--- src/cnt_pkg.sv ---
`default_nettype none

package cnt_pkg;

  localparam int MAX_ENTRIES_DEF = 16;
  localparam int KEY_BYTES_DEF   = 8;
  localparam int KEY_W           = 64;
  localparam int INDEX_W         = 4;
  localparam int LIST_LIMIT      = 16;

  typedef enum logic [1:0] {
    ACT_CREATE = 2'd0,
    ACT_DELETE = 2'd1,
    ACT_LIST   = 2'd2,
    ACT_NONE   = 2'd3
  } action_t;

  typedef enum logic [2:0] {
    ST_CREATED   = 3'd0,
    ST_EXISTS    = 3'd1,
    ST_DELETED   = 3'd2,
    ST_NOT_FOUND = 3'd3,
    ST_FULL      = 3'd4,
    ST_LISTED    = 3'd5,
    ST_EMPTY     = 3'd6
  } status_t;

  typedef enum logic [1:0] {
    S_IDLE,
    S_SEARCH,
    S_SHIFT,
    S_LIST
  } fsm_t;

endpackage

`default_nettype wire

--- src/compacting_name_table.sv ---
// Dense, ordered table of name keys held in one synchronous RAM plus an
// entry count. A command is transferred on a rising edge with start high
// and busy low; action selects create, delete or list, and key carries the
// name (bytes above KEY_BYTES are cleared). Results come out one per cycle
// on status, entry_key, entry_index and last, each marked by strobe for
// exactly one cycle; the receiver has no way to hold them off.
// Create scans the valid entries through the RAM read port, one entry per
// cycle, and stops at a match. Delete scans the same way, then, if the key
// is found, moves every later entry down one slot: each is read and then
// written one slot lower, with at most one read and one write per cycle.
// List streams the first min(count, 16) entries one per cycle; an empty
// table gives one empty status in the cycle after the command. A new
// command can be transferred in the cycle the final result is shown.
// Reset clears the entry count and the controller; the RAM contents are
// not touched and are never read above the count.
`default_nettype none

module compacting_name_table #(
  parameter int MAX_ENTRIES = cnt_pkg::MAX_ENTRIES_DEF,
  parameter int KEY_BYTES   = cnt_pkg::KEY_BYTES_DEF
) (
  input  wire logic                        clk,
  input  wire logic                        rst,
  input  wire logic                        start,
  output logic                             busy,
  input  wire logic [1:0]                  action,
  input  wire logic [cnt_pkg::KEY_W-1:0]   key,
  output logic                             strobe,
  output logic [2:0]                       status,
  output logic [cnt_pkg::KEY_W-1:0]        entry_key,
  output logic [cnt_pkg::INDEX_W-1:0]      entry_index,
  output logic                             last
);

  localparam int IDX_W = (MAX_ENTRIES > 1) ? $clog2(MAX_ENTRIES) : 1;
  localparam int CNT_W = $clog2(MAX_ENTRIES + 1);
  localparam int LIST_CAP = (MAX_ENTRIES < cnt_pkg::LIST_LIMIT) ?
                            MAX_ENTRIES : cnt_pkg::LIST_LIMIT;
  localparam logic [cnt_pkg::KEY_W-1:0] KEY_MASK =
    {cnt_pkg::KEY_W{1'b1}} >> (cnt_pkg::KEY_W - 8 * KEY_BYTES);

  logic [cnt_pkg::KEY_W-1:0] mem [MAX_ENTRIES];
  logic [cnt_pkg::KEY_W-1:0] rdata;
  logic                      mem_re;
  logic [IDX_W-1:0]          mem_raddr;
  logic                      mem_we;
  logic [IDX_W-1:0]          mem_waddr;
  logic [cnt_pkg::KEY_W-1:0] mem_wdata;

  cnt_pkg::fsm_t             state, state_next;
  cnt_pkg::action_t          act, act_next;
  logic [CNT_W-1:0]          count, count_next;
  logic [CNT_W-1:0]          ptr, ptr_next;
  logic                      rd_pend, rd_pend_next;
  logic [IDX_W-1:0]          rd_addr, rd_addr_next;
  logic [IDX_W-1:0]          hit_idx, hit_idx_next;
  logic [cnt_pkg::KEY_W-1:0] key_r, key_r_next;

  logic                      strobe_next;
  cnt_pkg::status_t          status_next;
  logic [cnt_pkg::KEY_W-1:0] entry_key_next;
  logic [cnt_pkg::INDEX_W-1:0] entry_index_next;
  logic                      last_next;

  logic                      hit;
  logic [CNT_W-1:0]          list_total;

  // Reads are issued only below the count, so unwritten slots are never used.
  always_ff @(posedge clk) begin
    if (mem_we) begin
      mem[mem_waddr] <= mem_wdata;
    end
    if (mem_re) begin
      rdata <= mem[mem_raddr];
    end
  end

  assign hit = rd_pend && (rdata == key_r);
  assign list_total = (count < CNT_W'(LIST_CAP)) ? count : CNT_W'(LIST_CAP);

  always_ff @(posedge clk) begin
    if (rst) begin
      state   <= cnt_pkg::S_IDLE;
      count   <= '0;
      ptr     <= '0;
      rd_pend <= 1'b0;
      strobe  <= 1'b0;
    end else begin
      state   <= state_next;
      count   <= count_next;
      ptr     <= ptr_next;
      rd_pend <= rd_pend_next;
      strobe  <= strobe_next;
    end
    act         <= act_next;
    rd_addr     <= rd_addr_next;
    hit_idx     <= hit_idx_next;
    key_r       <= key_r_next;
    status      <= status_next;
    entry_key   <= entry_key_next;
    entry_index <= entry_index_next;
    last        <= last_next;
  end

  always_comb begin
    state_next       = state;
    act_next         = act;
    count_next       = count;
    ptr_next         = ptr;
    rd_pend_next     = rd_pend;
    rd_addr_next     = rd_addr;
    hit_idx_next     = hit_idx;
    key_r_next       = key_r;
    strobe_next      = 1'b0;
    status_next      = cnt_pkg::status_t'(status);
    entry_key_next   = entry_key;
    entry_index_next = entry_index;
    last_next        = last;
    mem_re           = 1'b0;
    mem_raddr        = ptr[IDX_W-1:0];
    mem_we           = 1'b0;
    mem_waddr        = count[IDX_W-1:0];
    mem_wdata        = key_r;
    busy             = (state != cnt_pkg::S_IDLE);

    unique case (state)
      cnt_pkg::S_IDLE: begin
        if (start) begin
          act_next     = cnt_pkg::action_t'(action);
          key_r_next   = key & KEY_MASK;
          ptr_next     = '0;
          rd_pend_next = 1'b0;
          unique case (cnt_pkg::action_t'(action))
            cnt_pkg::ACT_CREATE, cnt_pkg::ACT_DELETE: begin
              state_next = cnt_pkg::S_SEARCH;
            end
            cnt_pkg::ACT_LIST: begin
              if (count == '0) begin
                strobe_next      = 1'b1;
                status_next      = cnt_pkg::ST_EMPTY;
                entry_key_next   = key & KEY_MASK;
                entry_index_next = '0;
                last_next        = 1'b1;
              end else begin
                state_next = cnt_pkg::S_LIST;
              end
            end
            default: begin
              state_next = cnt_pkg::S_IDLE;
            end
          endcase
        end
      end

      cnt_pkg::S_SEARCH: begin
        entry_key_next = key_r;
        last_next      = 1'b1;
        if (hit) begin
          if (act == cnt_pkg::ACT_CREATE) begin
            strobe_next      = 1'b1;
            status_next      = cnt_pkg::ST_EXISTS;
            entry_index_next = cnt_pkg::INDEX_W'(rd_addr);
            state_next       = cnt_pkg::S_IDLE;
          end else begin
            hit_idx_next = rd_addr;
            ptr_next     = CNT_W'(rd_addr) + 1'b1;
            rd_pend_next = 1'b0;
            state_next   = cnt_pkg::S_SHIFT;
          end
        end else if (ptr < count) begin
          mem_re       = 1'b1;
          rd_pend_next = 1'b1;
          rd_addr_next = ptr[IDX_W-1:0];
          ptr_next     = ptr + 1'b1;
        end else begin
          // Scan exhausted without a match.
          strobe_next  = 1'b1;
          rd_pend_next = 1'b0;
          state_next   = cnt_pkg::S_IDLE;
          if (act == cnt_pkg::ACT_DELETE) begin
            status_next      = cnt_pkg::ST_NOT_FOUND;
            entry_index_next = '0;
          end else if (count == CNT_W'(MAX_ENTRIES)) begin
            status_next      = cnt_pkg::ST_FULL;
            entry_index_next = '0;
          end else begin
            mem_we           = 1'b1;
            count_next       = count + 1'b1;
            status_next      = cnt_pkg::ST_CREATED;
            entry_index_next = cnt_pkg::INDEX_W'(count);
          end
        end
      end

      cnt_pkg::S_SHIFT: begin
        // Slot j+2 is read while slot j is written with slot j+1's data, so the
        // read always runs two slots ahead of the write and never sees stale data.
        if (rd_pend) begin
          mem_we    = 1'b1;
          mem_waddr = rd_addr - 1'b1;
          mem_wdata = rdata;
        end
        if (ptr < count) begin
          mem_re       = 1'b1;
          rd_pend_next = 1'b1;
          rd_addr_next = ptr[IDX_W-1:0];
          ptr_next     = ptr + 1'b1;
        end else begin
          rd_pend_next = 1'b0;
          if (!rd_pend) begin
            count_next       = count - 1'b1;
            strobe_next      = 1'b1;
            status_next      = cnt_pkg::ST_DELETED;
            entry_key_next   = key_r;
            entry_index_next = cnt_pkg::INDEX_W'(hit_idx);
            last_next        = 1'b1;
            state_next       = cnt_pkg::S_IDLE;
          end
        end
      end

      cnt_pkg::S_LIST: begin
        if (rd_pend) begin
          strobe_next      = 1'b1;
          status_next      = cnt_pkg::ST_LISTED;
          entry_key_next   = rdata;
          entry_index_next = cnt_pkg::INDEX_W'(rd_addr);
          last_next        = (CNT_W'(rd_addr) + 1'b1 == list_total);
        end
        if (ptr < list_total) begin
          mem_re       = 1'b1;
          rd_pend_next = 1'b1;
          rd_addr_next = ptr[IDX_W-1:0];
          ptr_next     = ptr + 1'b1;
        end else begin
          rd_pend_next = 1'b0;
          ptr_next     = '0;
          state_next   = cnt_pkg::S_IDLE;
        end
      end

      default: begin
        state_next = cnt_pkg::S_IDLE;
      end
    endcase
  end

endmodule

`default_nettype wire

--- config.mk ---
export PLATFORM = sky130hd
export DESIGN_NAME = compacting_name_table
export DESIGN_NICKNAME = d
export VERILOG_FILES = /design/src/cnt_pkg.sv /design/src/compacting_name_table.sv
export SDC_FILE = /design/constraint.sdc
export NUM_CORES = 1
export LEC_CHECK = 0
export BUFFER_PORTS_ARGS = -buffer_cell sky130_fd_sc_hd__buf_4
export CORE_UTILIZATION = 60
export DETAILED_ROUTE_END_ITERATION = 7
export PLACE_DENSITY_LB_ADDON = 0.12
export SYNTH_ARGS = -nofsm -noshare
export SYNTH_HDL_FRONTEND = slang
export SYNTH_SLANG_ARGS = --single-unit
export TNS_END_PERCENT = 10
--- constraint.sdc ---
create_clock -name clk -period 11.68 [get_ports clk]
set_input_delay 2.336 -clock clk [delete_from_list [all_inputs] [get_ports clk]]
set_output_delay 2.336 -clock clk [all_outputs]
set_load 0.03 [all_outputs]
==> results by group, run 1 <==
Outcome
  • Outcome: finished, final reports clean

Finish
  • Area growth from synthesis to layout: 12.5%
  • Total of fill cells in the finished design: 5074
  • Nets: around 2700
  • Number of cells in the finished layout apart from fillers: ~3800
  • Antenna diode instance count: 0
  • Area of the multi-input gates: around 12000 µm²
  • Fraction of layout cells with a size suffix above 1: 25.9%
  • Sequential cell area in the final layout: 37400 µm²

Logic synthesis
  • Synthesized instance count: 2463
  • Synth Flop Type: sky130_fd_sc_hd__edfxtp_1
  • Post-synth cell types: 61
  • Count of yosys warnings during synthesis: 0
  • Avg Cell Area, Syn: 20.1 µm²
  • Netlist area before placement: 49400 µm²
  • Portion of the post-synthesis area used by sequential elements: between 70% and 80%
  • Number of enable flip-flop cells after synthesis: 1234
  • Async set-or-reset flop fraction in the synthesized netlist: 0%
  • Flip-flop and latch count after synthesis: 1248
  • Number of nets in the synthesized netlist: roughly 2600

Routing
  • Number of vias in the routed layout: about 25000
  • Number of search-and-repair iterations in the first detailed-routing pass: 8
  • Average wire length per cell after detail routing: around 32 µm
  • WL final: 122 mm
  • Iter 0 DRT Violations: 3488
  • Count of unresolved DRC violations after routing: 0
  • Via count normalized by instance count: 6.72
  • Final antenna-violating net count: 0

Timing
  • Post-route clock period utilization: 44.6%
  • Fin Clk Skew: between 0.02 and 0.03 ns
  • RSZ-0062 raised after global routing: no
  • Remaining max-slew budget at the tightest pin: 11.2%
  • Worst hold-check slack: 0.566 ns
  • Timing-limited maximum frequency: roughly 190 MHz
  • Number of endpoints failing setup at the final stage: 0
  • Setup Total Neg Slack: 0 ns
  • Minimum clock period: 5.21 ns
  • Number of endpoints with negative hold slack in the final report: 0
  • Fin. max-slew vios: 0
  • Transition time at the pin with the least slew margin: approximately 1.3 ns

Clock network
  • TritonCTS clock tree: done
  • Setup fix buffers added after clock tree synthesis: 0
  • Hold-fix buffers, CTS: 0
  • Master cell of the clock root buffer: sky130_fd_sc_hd__clkbuf_16
  • Bufs on Longest Clock Path: 3
  • Insertion delay to the later sink of the worst-skew pair: 0.69 ns
  • TritonCTS Buffers: 121
  • CTS-repair resized insts: 0
  • Clock tree sinks: around 1200
  • Maximum level of the CTS H-tree: 3
  • Clock transition at the registers of the reported paths: 0.06 ns

Worst setup path
  • Buffer and inverter count on the worst path: 4
  • Critical path capture point type: flip-flop
  • Startpoint-to-endpoint class of the critical path: flip-flop to flip-flop
  • Launch point of the critical path: state[0]
  • Worst setup endpoint: mem[12][7]
  • Peak fanout along the critical path: 70
  • Delay of the slowest critical-path stage: roughly 1 ns
  • Cell family with most CP delay: buffers and inverters
  • Crit-path slowest cell: sky130_fd_sc_hd__a31oi_1
  • Endpoint required time on the critical path: 12.00 ns
  • Crit path arrival time: around 5.5 ns
  • Setup slack on the worst flop-to-flop path: 6.47 ns
  • Cell breakdown of the critical path: inv_1, ha_1, clkinv_1, nor2_4, buf_4, nor3_1, a31oi_1, nor2_4, buf_4
  • R2R cell count: 9
  • Origin of the critical flop-to-flop path: state[0]
  • Worst path depth: 9
  • Critical path startpoint category: flip-flop
  • Crit Reg-Reg Endpoint: mem[12][7]

Pwr
  • Fraction of power spent switching nets: roughly 28%
  • Power Internal: 8290 µW
  • Largest voltage drop on the vdd net: 0.156 mV
  • Switching power: 3220 µW
  • Static leakage: 0.0175 µW
  • PwrDens: roughly 210 nW/µm²
  • Part of the total power dissipated in the clock network: 32.5%
  • Sequential fraction of design power: about half
  • Part of the total power dissipated in combinational logic: 17.7%

Job
  • Max-cap viol count: 0

Global route
  • Overflow left after global routing: 0
  • GRT met3 Usage: 6.09%
  • Pin count of the biggest net entering global routing: between 100 and 150
  • Busiest metal layer after global routing: met2
  • Met2 routing resource usage after global routing: 45.9%
  • Vias in the first global route: approximately 25000
  • Antenna violations before repair: 4
  • Met1 capacity usage during global routing: ~44%
  • Overall routing resource usage: 29.9%
  • Global-route wire length before repair: around 180 mm

Die
  • Die extent in x: 289 µm
  • Floorplan Core Area: 80900 µm²
  • I/O pin count: 143
  • Floorplan row count: 104
  • Initial core utilization: 61.0%
  • Die outline area: 83500 µm²
  • Overall die height: 289 µm

Worst hold path
  • Min-Delay Path Class: flip-flop to flip-flop

Placement
  • Total half-perimeter wirelength after legalization and detailed placement: 68.7 mm
  • DP Cell Count: 3576
  • Count of port buffers added during placement: around 140
  • Routability Congestion: 0.993
[kinds of logic after synthesis]
logic type | Yosys count | synth area share (%)
compound gates | 218 | 2.93
xor+xnor | 60 | 1.06
fa+ha+maj | 19 | 0.496
mux | 333 | 14.9
simple gates | 417 | 3.71
buf+inv | 168 | 1.35
flops | 1248 | 75.6
[per-stage QoR]
| step | setup WS [ns] | total power, µW | instance area (µm²) | util, % |
|---|---|---|---|---|
| 2_1_floorplan | 2.82 | 7000 | 49400 | - |
| 3_3_place_gp | 6.59 | 7800 | 51800 | 64.0 |
| 3_5_place_dp | 6.54 | 7840 | 51800 | 64.0 |
| 4_1_cts | 6.54 | 11500 | 55600 | 68.7 |
| 5_1_grt | 6.19 | 11900 | 55600 | 68.7 |
| 6_report | 6.47 | 11500 | 55600 | 68.7 |
[worst min-delay path by stage]
stage | depth (start not counted) | end | startpoint
2_1_floorplan | 0 | hit_idx[3] | rd_addr[3]
3_3_place_gp | 2 | state[0] | state[0]
3_5_place_dp | 2 | entry_index[1] | hit_idx[1]
4_1_cts | 2 | entry_index[1] | hit_idx[1]
5_1_grt | 2 | entry_index[1] | hit_idx[1]
6_report | 2 | entry_index[1] | hit_idx[1]
[worst reg2reg max path, delay by kind of cell (launching register included)]
family,cells,cell delay (ns)
buffers and inverters,4,2.02
adder cells (fa/ha/maj),1,0.66
flip-flops,1,0.36
AO/OA/AOI/OAI,1,0.99
AND/OR/NAND/NOR,3,0.74
[final cells by class]
type | instances | share of cell area, %
Sequential cell | 1248 | 67.2
Multi-Input combinational cell | 1047 | 20.9
Clock buffer | 150 | 5.72
Timing Repair Buffer | 186 | 2.53
Tap cell | 1060 | 2.39
Clock inverter | 69 | 1.07
Inverter | 35 | 0.236
[power groups by stage]
stage | clock (µW) | combinational [µW] | sequential [µW]
global route | 3950 | 2160 | 5770
floorplan | 0 | 967 | 6030
detailed placement | 0 | 2020 | 5830
CTS | 3780 | 2020 | 5740
global placement | 0 | 1990 | 5820
finish | 3740 | 2030 | 5740
[sequential cells by signal (all words and copies together) (netlist names), 2 cells and up]
register	count
count	5
entry_key	64
rdata	64
status	3
rd_addr	4
act	2
key_r	64
hit_idx	4
ptr	5
mem	1024
state	2
entry_index	4
[cell usage in the layout (no fill, tap or decap), types with 15 or more instances in the layout]
cell	synthesis	routed
sky130_fd_sc_hd__edfxtp_1	1234	1234
sky130_fd_sc_hd__mux4_2	320	320
sky130_fd_sc_hd__nand2_1	270	269
sky130_fd_sc_hd__buf_4	0	185
sky130_fd_sc_hd__clkbuf_16	0	123
sky130_fd_sc_hd__o21ai_0	85	82
sky130_fd_sc_hd__a22oi_1	64	64
sky130_fd_sc_hd__xnor2_1	46	46
sky130_fd_sc_hd__inv_1	34	34
sky130_fd_sc_hd__clkinv_1	1	30
sky130_fd_sc_hd__nand2b_1	27	27
sky130_fd_sc_hd__clkbuf_1	100	27
sky130_fd_sc_hd__nand4_1	25	25
sky130_fd_sc_hd__nor2_1	41	22
sky130_fd_sc_hd__clkinv_2	0	21
sky130_fd_sc_hd__nor2_4	0	19
sky130_fd_sc_hd__a21oi_1	15	15
sky130_fd_sc_hd__ha_1	18	15
[Yosys cell counts, types with 15 or more instances]
cell                       instances  area, µm²
sky130_fd_sc_hd__nand2_1         270       1010
sky130_fd_sc_hd__clkbuf_1        100        375
sky130_fd_sc_hd__xnor2_1          46        403
sky130_fd_sc_hd__inv_1            34        128
sky130_fd_sc_hd__nand2b_1         27        169
sky130_fd_sc_hd__ha_1             18        225
sky130_fd_sc_hd__nor2_1           41        154
sky130_fd_sc_hd__mux4_2          320       7210
sky130_fd_sc_hd__o21ai_0          85        425
sky130_fd_sc_hd__buf_1            29        109
sky130_fd_sc_hd__edfxtp_1       1234      37100
sky130_fd_sc_hd__a21oi_1          15       75.1
sky130_fd_sc_hd__a22oi_1          64        480
sky130_fd_sc_hd__nand4_1          25        156
[layer usage]
metal  routed length (µm)  part of all wire, %
met1                47900                   39
met2                57400                   47
met3                13100                   11
met4                 3280                  2.7
met5                    0                    0
Power figures use the tool's default switching activity.
==> run 2, diff against run 1 <==
- clock period: 11.68 -> 5 ns (I/O delays scaled with it)
==> run 2 against run 1 <==
  * Non-clock buffer count increased by 15
  * Total power increased by 140%
  * Clock power increased by 140%
  * Global-route usage increased by 0.47 points
  * Sequential share of layout area decreased by 0.69 points
  * Cell count increased by 0.55%
  * Maximum frequency increased by 13%
  * Clock skew increased by 0.0011 ns
  * Die area unchanged
  * Core utilization increased by 0.72 points
  * First-iteration DRC count decreased by 4.5%
==> results by group, run 2 (synthesis results as in run 1) <==
Clock network
  • CTS-repair resized insts: 0
  • Clock tree sinks: 1248
  • Clock transition at the registers of the reported paths: 0.06 ns
  • Master cell of the clock root buffer: sky130_fd_sc_hd__clkbuf_16
  • TritonCTS clock tree: done
  • Setup fix buffers added after clock tree synthesis: 0
  • Bufs on Longest Clock Path: 3
  • Insertion delay to the later sink of the worst-skew pair: 0.69 ns
  • Hold-fix buffers, CTS: 0
  • TritonCTS Buffers: 119
  • Maximum level of the CTS H-tree: 3

Global route
  • Pin count of the biggest net entering global routing: 146
  • Global-route wire length before repair: between 150 and 200 mm
  • Overall routing resource usage: 30.4%
  • Antenna violations before repair: 3
  • Vias in the first global route: approximately 26000
  • Overflow left after global routing: 0

Timing
  • Number of endpoints with negative hold slack in the final report: 0
  • Minimum clock period: 4.63 ns
  • Fin. max-slew vios: 0
  • Remaining max-slew budget at the tightest pin: between 10% and 20%
  • Number of endpoints failing setup at the final stage: 0
  • Transition time at the pin with the least slew margin: ~1.2 ns
  • Fin Clk Skew: 0.0263 ns
  • Final setup slack of the worst path: 0.372 ns
  • Post-route clock period utilization: 92.6%
  • Timing-limited maximum frequency: roughly 220 MHz
  • RSZ-0062 raised after global routing: no

Routing
  • Number of vias in the routed layout: about 26000
  • Count of unresolved DRC violations after routing: 0
  • Number of search-and-repair iterations in the first detailed-routing pass: 7
  • Via count normalized by instance count: ~6.7
  • Iter 0 DRT Violations: roughly 3300
  • Final antenna-violating net count: 0
  • WL final: between 100 and 150 mm
  • Average wire length per cell after detail routing: 32.3 µm

Placement
  • DP Cell Count: 3591
  • Placed cell areas: 52200 µm²
  • Worst setup slack before clock tree synthesis: 0.524 ns
  • Routability Congestion: about 0.96
  • Count of port buffers added during placement: 142
  • Total half-perimeter wirelength after legalization and detailed placement: 68.0 mm

Outcome
  • Outcome: finished, final reports clean

Die
  • I/O pin count: 143
  • Die outline area: 83500 µm²
  • Die extent in x: 289 µm
  • Initial core utilization: 61.0%
  • Floorplan row count: 104
  • Floorplan Core Area: between 80000 and 90000 µm²
  • Overall die height: 289 µm

Finish
  • Most common library cell in the layout ignoring fill and taps: sky130_fd_sc_hd__edfxtp_1
  • Area growth from synthesis to layout: 13.7%
  • Nets: 2740
  • Number of cells in the finished layout apart from fillers: between 3000 and 4000
  • Most used cells in the layout excluding fill and tap cells: sky130_fd_sc_hd__edfxtp_1, sky130_fd_sc_hd__mux4_2, sky130_fd_sc_hd__nand2_1
  • Fraction of layout cells with a size suffix above 1: 26.3%
  • Flip-flop count of the largest register after layout: 1024
  • Post-layout instance area: 56200 µm²
  • Total of fill cells in the finished design: 5006
  • Top register by number of flip-flops: mem
  • Antenna diode instance count: 0

Pwr
  • Largest voltage drop on the vdd net: 0.368 mV
  • PwrDens: 485 nW/µm²
  • Static leakage: 0.0177 µW
  • Total power draw: 27200 µW

Worst setup path
  • Endpoint required time on the critical path: 5.41 ns
  • Crit Reg-Reg Endpoint: mem[13][1]
  • R2R cell count: 10
  • Crit path arrival time: 5.04 ns
  • Setup slack on the worst flop-to-flop path: 0.37 ns
  • Critical path startpoint category: flip-flop
  • Critical path capture point type: flip-flop
  • Worst setup endpoint: mem[13][1]
  • Origin of the critical flop-to-flop path: rdata[45]
  • Peak fanout along the critical path: 15
  • Startpoint-to-endpoint class of the critical path: flip-flop to flip-flop
  • Launch point of the critical path: rdata[45]

Job
  • Max-cap viol count: 0

Worst hold path
  • Min-Delay Path Class: input port to flip-flop
[run 2: cell types whose count changed in the layout (fill, tap and decap cells not counted)]
cell | previous run | this run
sky130_fd_sc_hd__clkinvlp_4 | 6 | 5
sky130_fd_sc_hd__buf_4 | 185 | 175
sky130_fd_sc_hd__bufinv_16 | 10 | 14
sky130_fd_sc_hd__clkbuf_16 | 123 | 124
sky130_fd_sc_hd__inv_16 | 1 | 0
sky130_fd_sc_hd__clkinv_16 | 0 | 1
sky130_fd_sc_hd__o21ai_1 | 3 | 0
sky130_fd_sc_hd__buf_12 | 1 | 26
sky130_fd_sc_hd__clkinv_1 | 30 | 38
sky130_fd_sc_hd__o21ai_0 | 82 | 85
sky130_fd_sc_hd__clkbuf_1 | 27 | 21
[run 2: worst min path at each step]
stage / startpoint / endpoint / slack, ns / depth (start not counted)
after floorplan: rd_addr[3] / hit_idx[3] / 0.42 / 0
after global placement: hit_idx[0] / entry_index[0] / 0.57 / 2
after detailed placement: hit_idx[3] / entry_index[3] / 0.58 / 2
after CTS: key[17] / key_r[17] / 0.48 / 1
after global routing: key[17] / key_r[17] / 0.50 / 1
final: key[17] / key_r[17] / 0.50 / 1
[run 2: power by group]
part	leakage (µW)	switching [µW]	total [µW]	internal, µW
clock network	0.00191	3780	9000	5220
registers	0.0113	444	13400	12900
logic	0.00450	3400	4870	1470
total	0.0177	7620	27200	19600
[run 2: area by class of cell]
cell class                 instances  area, µm²  share of cell area [%]
tap                             1060       1330                    2.36
sequential                      1248      37400                    66.5
clock buffer                     145       3180                    5.66
multi-input combinational       1047      11600                    20.6
inverter                          35        131                   0.234
clock inverter                    80        749                    1.33
timing repair buffer             201       1830                    3.27
[run 2: through the flow]
stage | TNS [ns] | util (%) | hold WS, ns
4_1_cts | 0 | 69.4 | 0.475
3_5_place_dp | 0 | 64.5 | 0.577
6_report | 0 | 69.4 | 0.503
3_3_place_gp | 0 | 64.5 | 0.572
5_1_grt | 0 | 69.4 | 0.495
2_1_floorplan | -404.87 | - | 0.424
[run 2: critical path, cell delays in order, from the launching register on]
cell and delay (ns):
sky130_fd_sc_hd__edfxtp_1 0.51, sky130_fd_sc_hd__nor2b_1 0.19, sky130_fd_sc_hd__a2111o_1 0.40, sky130_fd_sc_hd__nor4_1 0.96, sky130_fd_sc_hd__nand3_1 0.43, sky130_fd_sc_hd__nor4_4 0.36
sky130_fd_sc_hd__buf_4 0.30, sky130_fd_sc_hd__o31ai_1 0.22, sky130_fd_sc_hd__nand4_1 0.40, sky130_fd_sc_hd__nor2_4 0.22, sky130_fd_sc_hd__buf_4 0.34
[run 2: layer usage]
metal / share of wire [%] / GRT usage [%] / wire [µm] / vias to the layer above
li1: - / - / - / 10500
met1: 39 / 45.3 / 48700 / 13400
met2: 47 / 46.3 / 57700 / 1566
met3: 11 / 6.68 / 13900 / 219
met4: 2.5 / 8.59 / 3140 / 4
met5: 0.021 / 0 / 26 / -
